<file path="src/tsc_pkg.sv">
// ----------------------------------------------------------------------------
// tsc_pkg: shared types and constants of the token scanner
// Token kinds, character codes, the reserved word table and the character
// classification helpers.
// ----------------------------------------------------------------------------
`default_nettype none

package tsc_pkg;

  localparam int KW_COUNT = 10;
  localparam int KW_MAX   = 5;

  // Token kinds.
  localparam logic [4:0] K_COMMENT = 5'd10;
  localparam logic [4:0] K_ID      = 5'd11;
  localparam logic [4:0] K_REAL    = 5'd12;
  localparam logic [4:0] K_STRING  = 5'd13;
  localparam logic [4:0] K_PLUS    = 5'd14;
  localparam logic [4:0] K_MUL     = 5'd15;
  localparam logic [4:0] K_ASSIGN  = 5'd16;
  localparam logic [4:0] K_EQ      = 5'd17;
  localparam logic [4:0] K_GT      = 5'd18;
  localparam logic [4:0] K_LT      = 5'd19;
  localparam logic [4:0] K_LPAREN  = 5'd20;
  localparam logic [4:0] K_COMMA   = 5'd21;
  localparam logic [4:0] K_RPAREN  = 5'd22;
  localparam logic [4:0] K_SEMI    = 5'd23;
  localparam logic [4:0] K_INVALID = 5'd24;
  localparam logic [4:0] K_DIV     = 5'd25;
  localparam logic [4:0] K_INT     = 5'd26;
  localparam logic [4:0] K_END     = 5'd27;

  // Character codes.
  localparam logic [7:0] CH_PLUS   = 8'h2B;
  localparam logic [7:0] CH_STAR   = 8'h2A;
  localparam logic [7:0] CH_EQ     = 8'h3D;
  localparam logic [7:0] CH_GT     = 8'h3E;
  localparam logic [7:0] CH_LT     = 8'h3C;
  localparam logic [7:0] CH_LPAREN = 8'h28;
  localparam logic [7:0] CH_RPAREN = 8'h29;
  localparam logic [7:0] CH_COMMA  = 8'h2C;
  localparam logic [7:0] CH_SLASH  = 8'h2F;
  localparam logic [7:0] CH_COLON  = 8'h3A;
  localparam logic [7:0] CH_SEMI   = 8'h3B;
  localparam logic [7:0] CH_QUOTE  = 8'h22;
  localparam logic [7:0] CH_DOT    = 8'h2E;

  // Reserved words, padded with zero: AND BEGIN END FOR IF NOT OR READ WHILE WRITE.
  localparam logic [7:0] KW_TEXT [KW_COUNT][KW_MAX] = '{
    '{8'h41, 8'h4E, 8'h44, 8'h00, 8'h00},
    '{8'h42, 8'h45, 8'h47, 8'h49, 8'h4E},
    '{8'h45, 8'h4E, 8'h44, 8'h00, 8'h00},
    '{8'h46, 8'h4F, 8'h52, 8'h00, 8'h00},
    '{8'h49, 8'h46, 8'h00, 8'h00, 8'h00},
    '{8'h4E, 8'h4F, 8'h54, 8'h00, 8'h00},
    '{8'h4F, 8'h52, 8'h00, 8'h00, 8'h00},
    '{8'h52, 8'h45, 8'h41, 8'h44, 8'h00},
    '{8'h57, 8'h48, 8'h49, 8'h4C, 8'h45},
    '{8'h57, 8'h52, 8'h49, 8'h54, 8'h45}
  };

  localparam logic [7:0] KW_LEN [KW_COUNT] = '{
    8'd3, 8'd5, 8'd3, 8'd3, 8'd2, 8'd3, 8'd2, 8'd4, 8'd5, 8'd5
  };

  // One result waiting in the output queue.
  typedef struct packed {
    logic [4:0] token_kind;
    logic [7:0] lexeme_length;
    logic       last;
  } res_t;

  function automatic logic is_space(input logic [7:0] c);
    return (c == 8'd32) || (c >= 8'd9 && c <= 8'd13);
  endfunction

  function automatic logic is_alpha(input logic [7:0] c);
    return (c >= 8'h41 && c <= 8'h5A) || (c >= 8'h61 && c <= 8'h7A);
  endfunction

  function automatic logic is_digit(input logic [7:0] c);
    return c >= 8'h30 && c <= 8'h39;
  endfunction

  // Kind of a character that forms a token by itself.
  function automatic logic [4:0] op_kind(input logic [7:0] c);
    logic [4:0] k;
    unique case (c)
      CH_PLUS:   k = K_PLUS;
      CH_STAR:   k = K_MUL;
      CH_EQ:     k = K_EQ;
      CH_GT:     k = K_GT;
      CH_LT:     k = K_LT;
      CH_LPAREN: k = K_LPAREN;
      CH_COMMA:  k = K_COMMA;
      CH_RPAREN: k = K_RPAREN;
      default:   k = K_INVALID;
    endcase
    return k;
  endfunction

endpackage

`default_nettype wire

</file>
<file path="src/tsc_in_if.sv">
// ----------------------------------------------------------------------------
// tsc_in_if: character channel of the token scanner
// Valid/ready channel carrying one source character or an end-of-text mark.
// ----------------------------------------------------------------------------
`default_nettype none

interface tsc_in_if;
  logic       valid;
  logic       ready;
  logic [7:0] char_code;
  logic       end_of_text;

  modport source (output valid, output char_code, output end_of_text, input ready);
  modport sink   (input valid, input char_code, input end_of_text, output ready);
endinterface

`default_nettype wire

</file>
<file path="src/tsc_out_if.sv">
// ----------------------------------------------------------------------------
// tsc_out_if: token channel of the token scanner
// Valid/ready channel carrying one token kind with its lexeme length.
// ----------------------------------------------------------------------------
`default_nettype none

interface tsc_out_if;
  logic       valid;
  logic       ready;
  logic [4:0] token_kind;
  logic [7:0] lexeme_length;
  logic       last;

  modport source (output valid, output token_kind, output lexeme_length, output last,
                  input ready);
  modport sink   (input valid, input token_kind, input lexeme_length, input last,
                  output ready);
endinterface

`default_nettype wire

</file>
<file path="src/token_scanner.sv">
// ----------------------------------------------------------------------------
// token_scanner: streaming lexical analyzer
// Turns a stream of ASCII characters into token kinds and lexeme lengths.
// ----------------------------------------------------------------------------
// Usage:
// in_ch takes one character per transfer; end_of_text marks the end of the
// text and flushes the pending token followed by an end token. out_ch gives
// one token per transfer, with last set on the final token caused by one
// input transfer (a character may close the previous token and form one of
// its own, so one input gives zero, one or two tokens).
// An input transfer is registered, then decoded in the next cycle by the
// scanner state machine and the parallel reserved word compare, and its
// tokens are written into an eight-entry output queue, whose head drives
// out_ch directly. Throughput is one character per cycle while the queue
// has room; the output side moves one token per cycle, so a run of
// two-token characters is limited by out_ch. in_ch.ready drops when the
// queue could not take the tokens of the registered item and of a new one.
// When out_ch stalls, the queue fills and then in_ch stalls.
// Reset (synchronous, rst_n low) empties the queue and puts the scanner
// between tokens.
// ----------------------------------------------------------------------------
`default_nettype none

module token_scanner
  import tsc_pkg::*;
#(
  parameter int KEYWORD_CHARS = 5
) (
  input  wire       clk,
  input  wire       rst_n,
  tsc_in_if.sink    in_ch,
  tsc_out_if.source out_ch
);

  localparam int PFX_AW     = $clog2(KEYWORD_CHARS);
  localparam int FIFO_DEPTH = 8;
  localparam int FIFO_AW    = 3;

  localparam logic [3:0] M_IDLE      = 4'd0;
  localparam logic [3:0] M_WORD      = 4'd1;
  localparam logic [3:0] M_INT       = 4'd2;
  localparam logic [3:0] M_DOT       = 4'd3;
  localparam logic [3:0] M_REAL      = 4'd4;
  localparam logic [3:0] M_SLASH     = 4'd5;
  localparam logic [3:0] M_COMM      = 4'd6;
  localparam logic [3:0] M_COMM_STAR = 4'd7;
  localparam logic [3:0] M_STR       = 4'd8;
  localparam logic [3:0] M_COLON     = 4'd9;
  localparam logic [3:0] M_SEMI      = 4'd10;

  // Input register.
  logic       v1_r;
  logic [7:0] ch_r;
  logic       eot_r;

  // Scanner state.
  logic [3:0] mode_r, mode_nxt;
  logic [7:0] cnt_r, cnt_nxt;
  logic       kwp_r, kwp_nxt;
  logic [7:0] pfx_r [KEYWORD_CHARS];

  // Output queue.
  res_t               fifo_r [FIFO_DEPTH];
  logic [FIFO_AW-1:0] wp_r, rp_r;
  logic [3:0]         fcnt_r;

  logic              in_ready;
  logic              in_xfer;
  logic              out_xfer;
  logic [4:0]        word_kind;
  logic [7:0]        cnt_inc;
  logic              start;
  logic              pre_v, post_v;
  logic [4:0]        pre_k, post_k;
  logic [7:0]        pre_l, post_l;
  logic              pfx_we;
  logic [PFX_AW-1:0] pfx_idx;
  logic [1:0]        push_n;
  res_t              res0, res1;
  logic [7:0]        c;

  assign in_ready    = ({1'b0, fcnt_r} + (v1_r ? 5'd2 : 5'd0)) <= 5'(FIFO_DEPTH - 2);
  assign in_ch.ready = in_ready;
  assign in_xfer     = in_ch.valid && in_ready;

  assign out_ch.valid         = fcnt_r != 4'd0;
  assign out_ch.token_kind    = fifo_r[rp_r].token_kind;
  assign out_ch.lexeme_length = fifo_r[rp_r].lexeme_length;
  assign out_ch.last          = fifo_r[rp_r].last;
  assign out_xfer             = out_ch.valid && out_ch.ready;

  // Reserved word compare against the stored prefix; the length match
  // guarantees that only entries written for this word are looked at.
  always_comb begin
    logic hit;
    word_kind = K_ID;
    for (int k = KW_COUNT - 1; k >= 0; k--) begin
      hit = (KW_LEN[k] == cnt_r);
      for (int i = 0; i < KW_MAX; i++) begin
        if (8'(i) < KW_LEN[k] && pfx_r[i] != KW_TEXT[k][i]) begin
          hit = 1'b0;
        end
      end
      if (hit) begin
        word_kind = 5'(k);
      end
    end
    if (!kwp_r) begin
      word_kind = K_ID;
    end
  end

  always_comb begin
    c        = ch_r;
    mode_nxt = mode_r;
    cnt_nxt  = cnt_r;
    kwp_nxt  = kwp_r;
    pfx_we   = 1'b0;
    pfx_idx  = '0;
    start    = 1'b0;
    pre_v    = 1'b0;
    pre_k    = K_INVALID;
    pre_l    = cnt_r;
    post_v   = 1'b0;
    post_k   = K_INVALID;
    post_l   = 8'd1;
    cnt_inc  = (cnt_r == 8'hFF) ? cnt_r : cnt_r + 8'd1;

    if (eot_r) begin
      pre_v = 1'b1;
      unique case (mode_r) inside
        M_WORD:  pre_k = word_kind;
        M_INT:   pre_k = K_INT;
        M_REAL:  pre_k = K_REAL;
        M_SLASH: pre_k = K_DIV;
        M_SEMI:  pre_k = K_SEMI;
        M_DOT, M_COMM, M_COMM_STAR, M_STR, M_COLON: pre_k = K_INVALID;
        default: pre_v = 1'b0;
      endcase
      post_v   = 1'b1;
      post_k   = K_END;
      post_l   = 8'd0;
      mode_nxt = M_IDLE;
      cnt_nxt  = 8'd0;
    end else begin
      unique case (mode_r) inside
        M_WORD: begin
          if (is_alpha(c) || is_digit(c)) begin
            if (kwp_r) begin
              if (cnt_r < 8'(KEYWORD_CHARS)) begin
                pfx_we  = 1'b1;
                pfx_idx = cnt_r[PFX_AW-1:0];
              end else begin
                kwp_nxt = 1'b0;
              end
            end
            cnt_nxt = cnt_inc;
          end else begin
            pre_v = 1'b1;
            pre_k = word_kind;
            start = 1'b1;
          end
        end
        M_INT: begin
          if (is_digit(c)) begin
            cnt_nxt = cnt_inc;
          end else if (c == CH_DOT) begin
            cnt_nxt  = cnt_inc;
            mode_nxt = M_DOT;
          end else begin
            pre_v = 1'b1;
            pre_k = K_INT;
            start = 1'b1;
          end
        end
        M_DOT, M_REAL: begin
          if (is_digit(c)) begin
            cnt_nxt  = cnt_inc;
            mode_nxt = M_REAL;
          end else begin
            pre_v = 1'b1;
            pre_k = (mode_r == M_DOT) ? K_INVALID : K_REAL;
            start = 1'b1;
          end
        end
        M_SLASH: begin
          if (c == CH_STAR) begin
            cnt_nxt  = cnt_inc;
            mode_nxt = M_COMM;
          end else begin
            pre_v = 1'b1;
            pre_k = K_DIV;
            start = 1'b1;
          end
        end
        M_COMM: begin
          cnt_nxt = cnt_inc;
          if (c == CH_STAR) begin
            mode_nxt = M_COMM_STAR;
          end
        end
        M_COMM_STAR: begin
          cnt_nxt = cnt_inc;
          if (c == CH_SLASH) begin
            pre_v    = 1'b1;
            pre_k    = K_COMMENT;
            pre_l    = cnt_inc;
            mode_nxt = M_IDLE;
            cnt_nxt  = 8'd0;
          end else if (c != CH_STAR) begin
            mode_nxt = M_COMM;
          end
        end
        M_STR: begin
          cnt_nxt = cnt_inc;
          if (c == CH_QUOTE) begin
            pre_v    = 1'b1;
            pre_k    = K_STRING;
            pre_l    = cnt_inc;
            mode_nxt = M_IDLE;
            cnt_nxt  = 8'd0;
          end
        end
        M_COLON, M_SEMI: begin
          pre_v = 1'b1;
          if (c == CH_EQ) begin
            pre_k    = K_ASSIGN;
            pre_l    = 8'd2;
            mode_nxt = M_IDLE;
            cnt_nxt  = 8'd0;
          end else begin
            pre_k = (mode_r == M_COLON) ? K_INVALID : K_SEMI;
            pre_l = 8'd1;
            start = 1'b1;
          end
        end
        default: start = 1'b1;
      endcase
    end

    // Between tokens a space is skipped; others open a token or stand alone.
    if (start) begin
      mode_nxt = M_IDLE;
      cnt_nxt  = 8'd1;
      if (is_space(c)) begin
        cnt_nxt = 8'd0;
      end else if (is_alpha(c)) begin
        mode_nxt = M_WORD;
        kwp_nxt  = 1'b1;
        pfx_we   = 1'b1;
        pfx_idx  = '0;
      end else if (is_digit(c)) begin
        mode_nxt = M_INT;
      end else if (c == CH_SLASH) begin
        mode_nxt = M_SLASH;
      end else if (c == CH_COLON) begin
        mode_nxt = M_COLON;
      end else if (c == CH_SEMI) begin
        mode_nxt = M_SEMI;
      end else if (c == CH_QUOTE) begin
        mode_nxt = M_STR;
      end else begin
        post_v  = 1'b1;
        post_k  = op_kind(c);
        post_l  = 8'd1;
        cnt_nxt = 8'd0;
      end
    end
  end

  // Pack the tokens of this item into queue order.
  always_comb begin
    res1 = '{token_kind: post_k, lexeme_length: post_l, last: 1'b1};
    if (pre_v) begin
      res0 = '{token_kind: pre_k, lexeme_length: pre_l, last: !post_v};
    end else begin
      res0 = res1;
    end
    push_n = v1_r ? (2'(pre_v) + 2'(post_v)) : 2'd0;
  end

  always_ff @(posedge clk) begin
    if (!rst_n) begin
      v1_r   <= 1'b0;
      mode_r <= M_IDLE;
      cnt_r  <= 8'd0;
      kwp_r  <= 1'b1;
      wp_r   <= '0;
      rp_r   <= '0;
      fcnt_r <= 4'd0;
    end else begin
      v1_r <= in_xfer;
      if (v1_r) begin
        mode_r <= mode_nxt;
        cnt_r  <= cnt_nxt;
        kwp_r  <= kwp_nxt;
      end
      wp_r   <= wp_r + FIFO_AW'(push_n);
      if (out_xfer) begin
        rp_r <= rp_r + FIFO_AW'(1);
      end
      fcnt_r <= fcnt_r + 4'(push_n) - 4'(out_xfer);
    end
  end

  always_ff @(posedge clk) begin
    if (in_xfer) begin
      ch_r  <= in_ch.char_code;
      eot_r <= in_ch.end_of_text;
    end
    if (v1_r && pfx_we && !eot_r) begin
      pfx_r[pfx_idx] <= c;
    end
    if (push_n != 2'd0) begin
      fifo_r[wp_r] <= res0;
    end
    if (push_n == 2'd2) begin
      fifo_r[wp_r + FIFO_AW'(1)] <= res1;
    end
  end

  a_queue_bound: assert property (@(posedge clk) disable iff (!rst_n)
    fcnt_r <= 4'(FIFO_DEPTH))
    else $error("output queue overflow");

  a_eot_idle: assert property (@(posedge clk) disable iff (!rst_n)
    v1_r && eot_r |=> mode_r == M_IDLE && cnt_r == 8'd0)
    else $error("scanner not idle after end of text");

  a_eot_push: assert property (@(posedge clk) disable iff (!rst_n)
    v1_r && eot_r |-> push_n != 2'd0 && res1.token_kind == K_END)
    else $error("end of text did not produce an end token");

  a_in_stage: assert property (@(posedge clk) disable iff (!rst_n)
    in_xfer |=> v1_r)
    else $error("accepted character lost before decode");

endmodule

`default_nettype wire
</file>
<file path="src/flat_wrapper.sv">
// flat-port wrapper written by rule: the top's interface ports become plain ports
module token_scanner_flat import tsc_pkg::*;
#(
  parameter int KEYWORD_CHARS = 5
)
  (clk, rst_n, in_ch_valid, in_ch_char_code, in_ch_end_of_text, in_ch_ready, out_ch_valid, out_ch_token_kind, out_ch_lexeme_length, out_ch_last, out_ch_ready);
  tsc_in_if in_ch_i ();
  tsc_out_if out_ch_i ();
  input  wire clk;
  input  wire rst_n;
  input wire logic [$bits(in_ch_i.valid)-1:0] in_ch_valid;
  input wire logic [$bits(in_ch_i.char_code)-1:0] in_ch_char_code;
  input wire logic [$bits(in_ch_i.end_of_text)-1:0] in_ch_end_of_text;
  output wire logic [$bits(in_ch_i.ready)-1:0] in_ch_ready;
  output wire logic [$bits(out_ch_i.valid)-1:0] out_ch_valid;
  output wire logic [$bits(out_ch_i.token_kind)-1:0] out_ch_token_kind;
  output wire logic [$bits(out_ch_i.lexeme_length)-1:0] out_ch_lexeme_length;
  output wire logic [$bits(out_ch_i.last)-1:0] out_ch_last;
  input wire logic [$bits(out_ch_i.ready)-1:0] out_ch_ready;
  assign in_ch_i.valid = in_ch_valid;
  assign in_ch_i.char_code = in_ch_char_code;
  assign in_ch_i.end_of_text = in_ch_end_of_text;
  assign in_ch_ready = in_ch_i.ready;
  assign out_ch_valid = out_ch_i.valid;
  assign out_ch_token_kind = out_ch_i.token_kind;
  assign out_ch_lexeme_length = out_ch_i.lexeme_length;
  assign out_ch_last = out_ch_i.last;
  assign out_ch_i.ready = out_ch_ready;
  token_scanner #(.KEYWORD_CHARS(KEYWORD_CHARS)) u_core (.clk(clk), .rst_n(rst_n), .in_ch(in_ch_i), .out_ch(out_ch_i));
endmodule
</file>
<file path="config.mk">
export PLATFORM = sky130hd
export DESIGN_NAME = token_scanner_flat
export DESIGN_NICKNAME = d
export VERILOG_FILES = /design/src/tsc_pkg.sv /design/src/tsc_in_if.sv /design/src/tsc_out_if.sv /design/src/token_scanner.sv /design/src/flat_wrapper.sv
export SDC_FILE = /design/constraint.sdc
export NUM_CORES = 1
export LEC_CHECK = 0
export BUFFER_PORTS_ARGS = -buffer_cell sky130_fd_sc_hd__buf_4
export CORE_MARGIN = 5
export CORE_UTILIZATION = 45
export CTS_BUF_LIST = sky130_fd_sc_hd__clkbuf_4 sky130_fd_sc_hd__clkbuf_8
export CTS_CLUSTER_SIZE = 12
export DETAILED_ROUTE_END_ITERATION = 7
export PLACE_DENSITY_LB_ADDON = 0.25
export SLEW_MARGIN = 0
export SYNTH_ARGS = -nofsm -noshare
export SYNTH_HDL_FRONTEND = slang
export SYNTH_SLANG_ARGS = --single-unit
</file>
<file path="constraint.sdc">
create_clock -name clk -period 8.83 [get_ports clk]
set_input_delay 0.4415 -clock clk [delete_from_list [all_inputs] [get_ports clk]]
set_output_delay 0.4415 -clock clk [all_outputs]
set_load 0.01 [all_outputs]
</file>
# Word-level counts from Yosys, hierarchy flattened
# Memory sizes are Yosys's and may differ from the RTL's. A register that Yosys moved wholly into a read port is not among the register bits.
# Index checks and enable logic that the tools add are counted.
# totals
regBits	33
ramBits	152
input_bits	13
output_inout_bits	16
wordCells	295
n_memories	2
# memory_table
memory	depth	width	rd	rd_ports_with_merged_regs	wr	line_no	rtl
u_core.fifo_r	8	14	1	1	2	token_scanner.sv:63	res_t fifo_r [FIFO_DEPTH];
u_core.pfx_r	5	8	5	0	1	token_scanner.sv:60	logic [7:0] pfx_r [KEYWORD_CHARS];
# op_classes
addsub	8
n_lt_le_gt_ge	10
eq_ne	68
n_mux	175
reduce_logical	23
# ops
op	n
$mux 8	27
$ne 8x7->1 const B	27
$mux 5	26
$eq 8x6->1 const B	14
$mux 1	78
$mux 4	19
$pmux 8 s8	1
$pmux 5 s8	1
$pmux 5 s7	1
$mux 3	10
$pmux 4 s7	1
$pmux 5 s5	1
$ne 4x2->1 const B	6
$pmux 8 s3	1
$eq 2x8->1 const A	2
$eq 3x8->1 const A	2
$eq 4x3->1 const B	4
$ge 8x7->1 const B	2
$le 8x7->1 const B	2
$mux 14	1
$eq 4x4->1 const B	3
$mux 2	6
$ne 5x3->1 const B	2
$reduce_and 10->1	1
other kinds (32)	46

# Depth between registers and ports, before layout
# An unclocked memory read counts as a cell.
# depth
word_depth	22
mapped_depth	19
mapped_depth_nobuf	15

# Worst setup path before layout
# OpenSTA, ideal clock, no wires.
# synth_path
kind	reg2reg
startpoint	reg u_core.ch_r[4], in the netlist u_core.c[4]
endpoint	mem u_core.fifo_r[0][10] (netlist bit), enable pin
setup_ns	0.318
arrival_time_ns	3.674
required_time_ns	8.512
path_slack_ns	4.838
stages_incl_launch_ff	17
n_path_buf	4
period_less_slack_ns	3.992
cell_sequence	edfxtp_1 -> or4_1 -> buf_2 -> o22ai_1 -> a21oi_1 -> nand2_1 -> o21ai_4 -> inv_2 -> buf_4 -> ha_1 -> clkbuf_1 -> nand2_1 -> nor2_1 -> nand2_1 -> or3_1 -> clkbuf_1 -> nand2_1
# synth_rtl
element	line_no	rtl
start, declared	token_scanner.sv:53	logic [7:0] ch_r;
start signal, assigned	token_scanner.sv:308	ch_r <= in_ch.char_code;
end, declared	token_scanner.sv:63	

==> metrics.csv <==
stage;metric;value;unit
cells_and_area;utilization after layout;48.9;%
die;Initial Utilization;45.5;%
cells_and_area;layout cell share with drive strength beyond 1;14.8;%
grt;first-pass GRT wire length;42.0;mm
pwr;PD cells;192;nW/µm²
grt;largest net degree at the start of global routing;41;
flow_run;max-cap violations;0;
worst_setup_path;Critical Path Max Stage Delay;610;ps
place;Place WS;3640;ps
timing;ratio of final minimum period to clock period;60.2;%
die;DIE AREA;25900;µm²
clocking;H-tree depth;4;
cells_and_area;Final #Nets;1019;
pwr;Final Power;2.11;mW
timing;TNS Setup;0;ps
logic_synthesis;Cells after Synth;1006;
worst_setup_path;worst endpoint data arrival time;5470;ps
timing;Fin. Hold Viols;0;
pwr;P_leak;3.62;nW
worst_setup_path;Startpoint Class;flop;
clocking;clock buffer depth;2;
worst_setup_path;R2R Path Start;u_core.mode_r[0];
clocking;post-CTS sizing;0;
place;IO buf count;28;
clocking;cts bufs inserted;17;
grt;GRT overflow;0;
grt;initial antenna violation count;0;
place;GPL Wtd Cong;0.913;
hold_path;Endpoint, Worst Hold;u_core.eot_r;
logic_synthesis;synth unique cells;91;
clocking;CTS clk-pin slew, worst paths;120;ps
hold_path;Hold Path Cell Cnt;1;
logic_synthesis;async set or reset register ratio after synthesis;0;%
worst_setup_path;critical path peak fanout;26;
worst_setup_path;CP Data Required Time;8990;ps
logic_synthesis;Synthesis Warnings;0;
timing;Tmin final;5320;ps
die;Ports;29;
routing;routed wire length;26.3;mm
timing;worst clock skew;25.9;ps
routing;router iterations before antenna repair;5;
routing;post-route ant nets;0;
cells_and_area;ant diodes;0;
logic_synthesis;Syn Area/Cell;10.2;µm²
worst_setup_path;R2R setup slack;3510;ps
routing;Initial DRC Count;670;
die;Core Rows;55;
timing;Worst Setup Slack, final;3510;ps
place;DP Cell Count;1252;
logic_synthesis;EDFF count, synth;97;
grt;number of global-route vias before repair;7546;
routing;mean routed wirelength per cell;20.5;µm
logic_synthesis;Post-Syn Area;10200;µm²
clocking;CTS Root Cell;clkbuf_8;
cells_and_area;Post-Layout Cell Count;1284;
worst_setup_path;Buf+Inv Stages, Crit Path;1;
hold_path;Hold/Removal Path Class;in2reg;
cells_and_area;Area Overhead vs Synth;7.51;%
timing;Slew HR;23.4;%
logic_synthesis;Mapped Nets;1039;
outcome;outcome;finished clean;
timing;Slew @ Worst Pin;1140;ps
place;Placed Area;10600;µm²
clocking;Clock Sinks;188;
die;Die Ht;161;µm
logic_synthesis;Post-synth top flop;edfxtp_1;
grt;All-Layer GR Usage;20.3;%
clocking;Post-CTS Setup Bufs;0;
worst_setup_path;WS Path Type;reg2reg;
timing;Max Clk Rate;0.188;GHz
timing;Slew Limit Fails;0;
worst_setup_path;top cell family by delay on the critical path;simple AND/OR/NAND/NOR gates;
worst_setup_path;Crit. End Element;flop;
worst_setup_path;Crit-path slowest cell;dfxtp_1;
clocking;Clock Latency Late Sink;490;ps
hold_path;Worst Min Path Start;in_ch_end_of_text;
worst_setup_path;reg2reg path depth;11;
routing;routed vias;7982;
routing;vias per cell;6.22;
pwr;maximum vdd drop;0.126;mV
cells_and_area;fin area;11000;µm²
logic_synthesis;Synth Register Bits;188;
timing;RSZ-0062 raised after global routing;false;
routing;DRC viols;0;
clocking;hold_buf cts;0;
place;Final HPWL DP;19.1;mm
die;Die X-Extent;161;µm
timing;Hold Slack;125;ps
worst_setup_path;crit-path cells;nor3b_1, nor2_1, a211oi_1, a22o_1, o21ai_4, inv_2, ha_1, o21ai_0, nor2b_1, nand3_1, nand2_1;
die;Core ar.;22500;µm²
logic_synthesis;post-synthesis sequential area ratio;46.3;%
clocking;CTS tree;yes;
worst_setup_path;FF-to-FF End;u_core.fifo_r[7][12];
timing;final setup fails;0;
report_power, final:
part	switching [mW]	internal (mW)	total [mW]
registers	0.0895	0.969	1.06
logic	0.229	0.200	0.428
clock network	0.371	0.251	0.623
state kept, by name (all words and copies together) (netlist names), 3 cells and up, named ones only:
register       cells
u_core.cnt_r       8
u_core.mode_r      4
u_core.wp_r        3
u_core.fcnt_r      4
u_core.rp_r        3
u_core.pfx_r      40
u_core.c           8
u_core.fifo_r    112
layer usage:
layer | share of wire, % | wire length (µm) | track usage, %
met4 | 1.6 | 430 | 5.82
met1 | 45 | 11900 | 28.5
met2 | 48 | 12600 | 32.9
met3 | 5.1 | 1350 | 3.18
met5 | 0 | 0 | 0
worst register-to-register path, delay by kind of cell, from the launching register on:
family,cells,cell delay [ps]
AND/OR/NAND/NOR,5,2130
AO/OA/AOI/OAI,4,1590
flip-flops,1,610
adder cells (fa/ha/maj),1,390
buffers and inverters,1,280
logic make-up (layout without fill, tap and decap cells):
logic type | count (synthesis) | after routing | share of synthesized area, %
AND/OR/NAND/NOR | 365 | 365 | 20.6
AO/OA/AOI/OAI | 277 | 277 | 17.7
flip-flops | 188 | 188 | 46.3
buffers and inverters | 100 | 93 | 3.94
multiplexers | 45 | 45 | 7.99
adder cells (fa/ha/maj) | 20 | 20 | 2.59
XOR/XNOR | 11 | 11 | 0.941
cell type report:
class	instances	area, µm²
fillers	2068	11500
multi-input cells	718	5100
flip-flops and latches	188	4740
well taps	285	357
repair buffers	36	270
clock buffers	17	234
clock inverters	15	215
inverters	25	93.8
cells in the final DEF (no fill, tap or decap), drive strengths merged, types with 8 or more instances in the layout:
cell,n
nor2b,11
nand3,75
a21boi,8
nand2,66
or3,8
o22ai,44
nand4b,10
edfxtp,97
and2,16
nor4,19
a21oi,27
and3,12
clkbuf,17
a31oi,14
nand2b,16
nor3,27
ha,18
mux2,14
nor2,42
inv,33
mux4,28
or4b,10
buf,36
dfxtp,91
o21ai,113
worst max path at each step:
stage                      from              endpoint  slack (ps)  cells past startpoint
4_1_cts        u_core.mode_r[0]  u_core.fifo_r[7][11]        3580                     11
3_5_place_dp   u_core.mode_r[0]  u_core.fifo_r[7][10]        3640                     11
5_1_grt        u_core.mode_r[0]  u_core.fifo_r[7][12]        2960                     11
2_1_floorplan       u_core.c[4]  u_core.fifo_r[0][10]        4840                     16
6_report       u_core.mode_r[0]  u_core.fifo_r[7][12]        3510                     11
3_3_place_gp   u_core.mode_r[0]  u_core.fifo_r[7][11]        3770                     11
synthesized netlist by cell type, types with 8 or more instances:
master | count | share of area [%]
and2_1 | 16 | 0.98
clkbuf_1 | 60 | 2.2
nand4b_1 | 10 | 0.86
or3_1 | 8 | 0.49
a21oi_1 | 26 | 1.3
mux2_2 | 14 | 1.5
edfxtp_1 | 97 | 28
nor4_1 | 18 | 1.1
ha_1 | 18 | 2.2
nand2_1 | 66 | 2.4
inv_1 | 24 | 0.88
nor3_1 | 24 | 1.2
nor2b_1 | 11 | 0.67
a31oi_1 | 14 | 0.86
nand3_1 | 75 | 3.7
dfxtp_1 | 91 | 18
mux4_2 | 28 | 6.2
nor2_1 | 42 | 1.5
o22ai_1 | 41 | 2.5
and3_1 | 12 | 0.73
a21boi_0 | 8 | 0.59
nand2b_1 | 14 | 0.86
o21ai_0 | 108 | 5.3
Power figures use the tool's default switching activity.
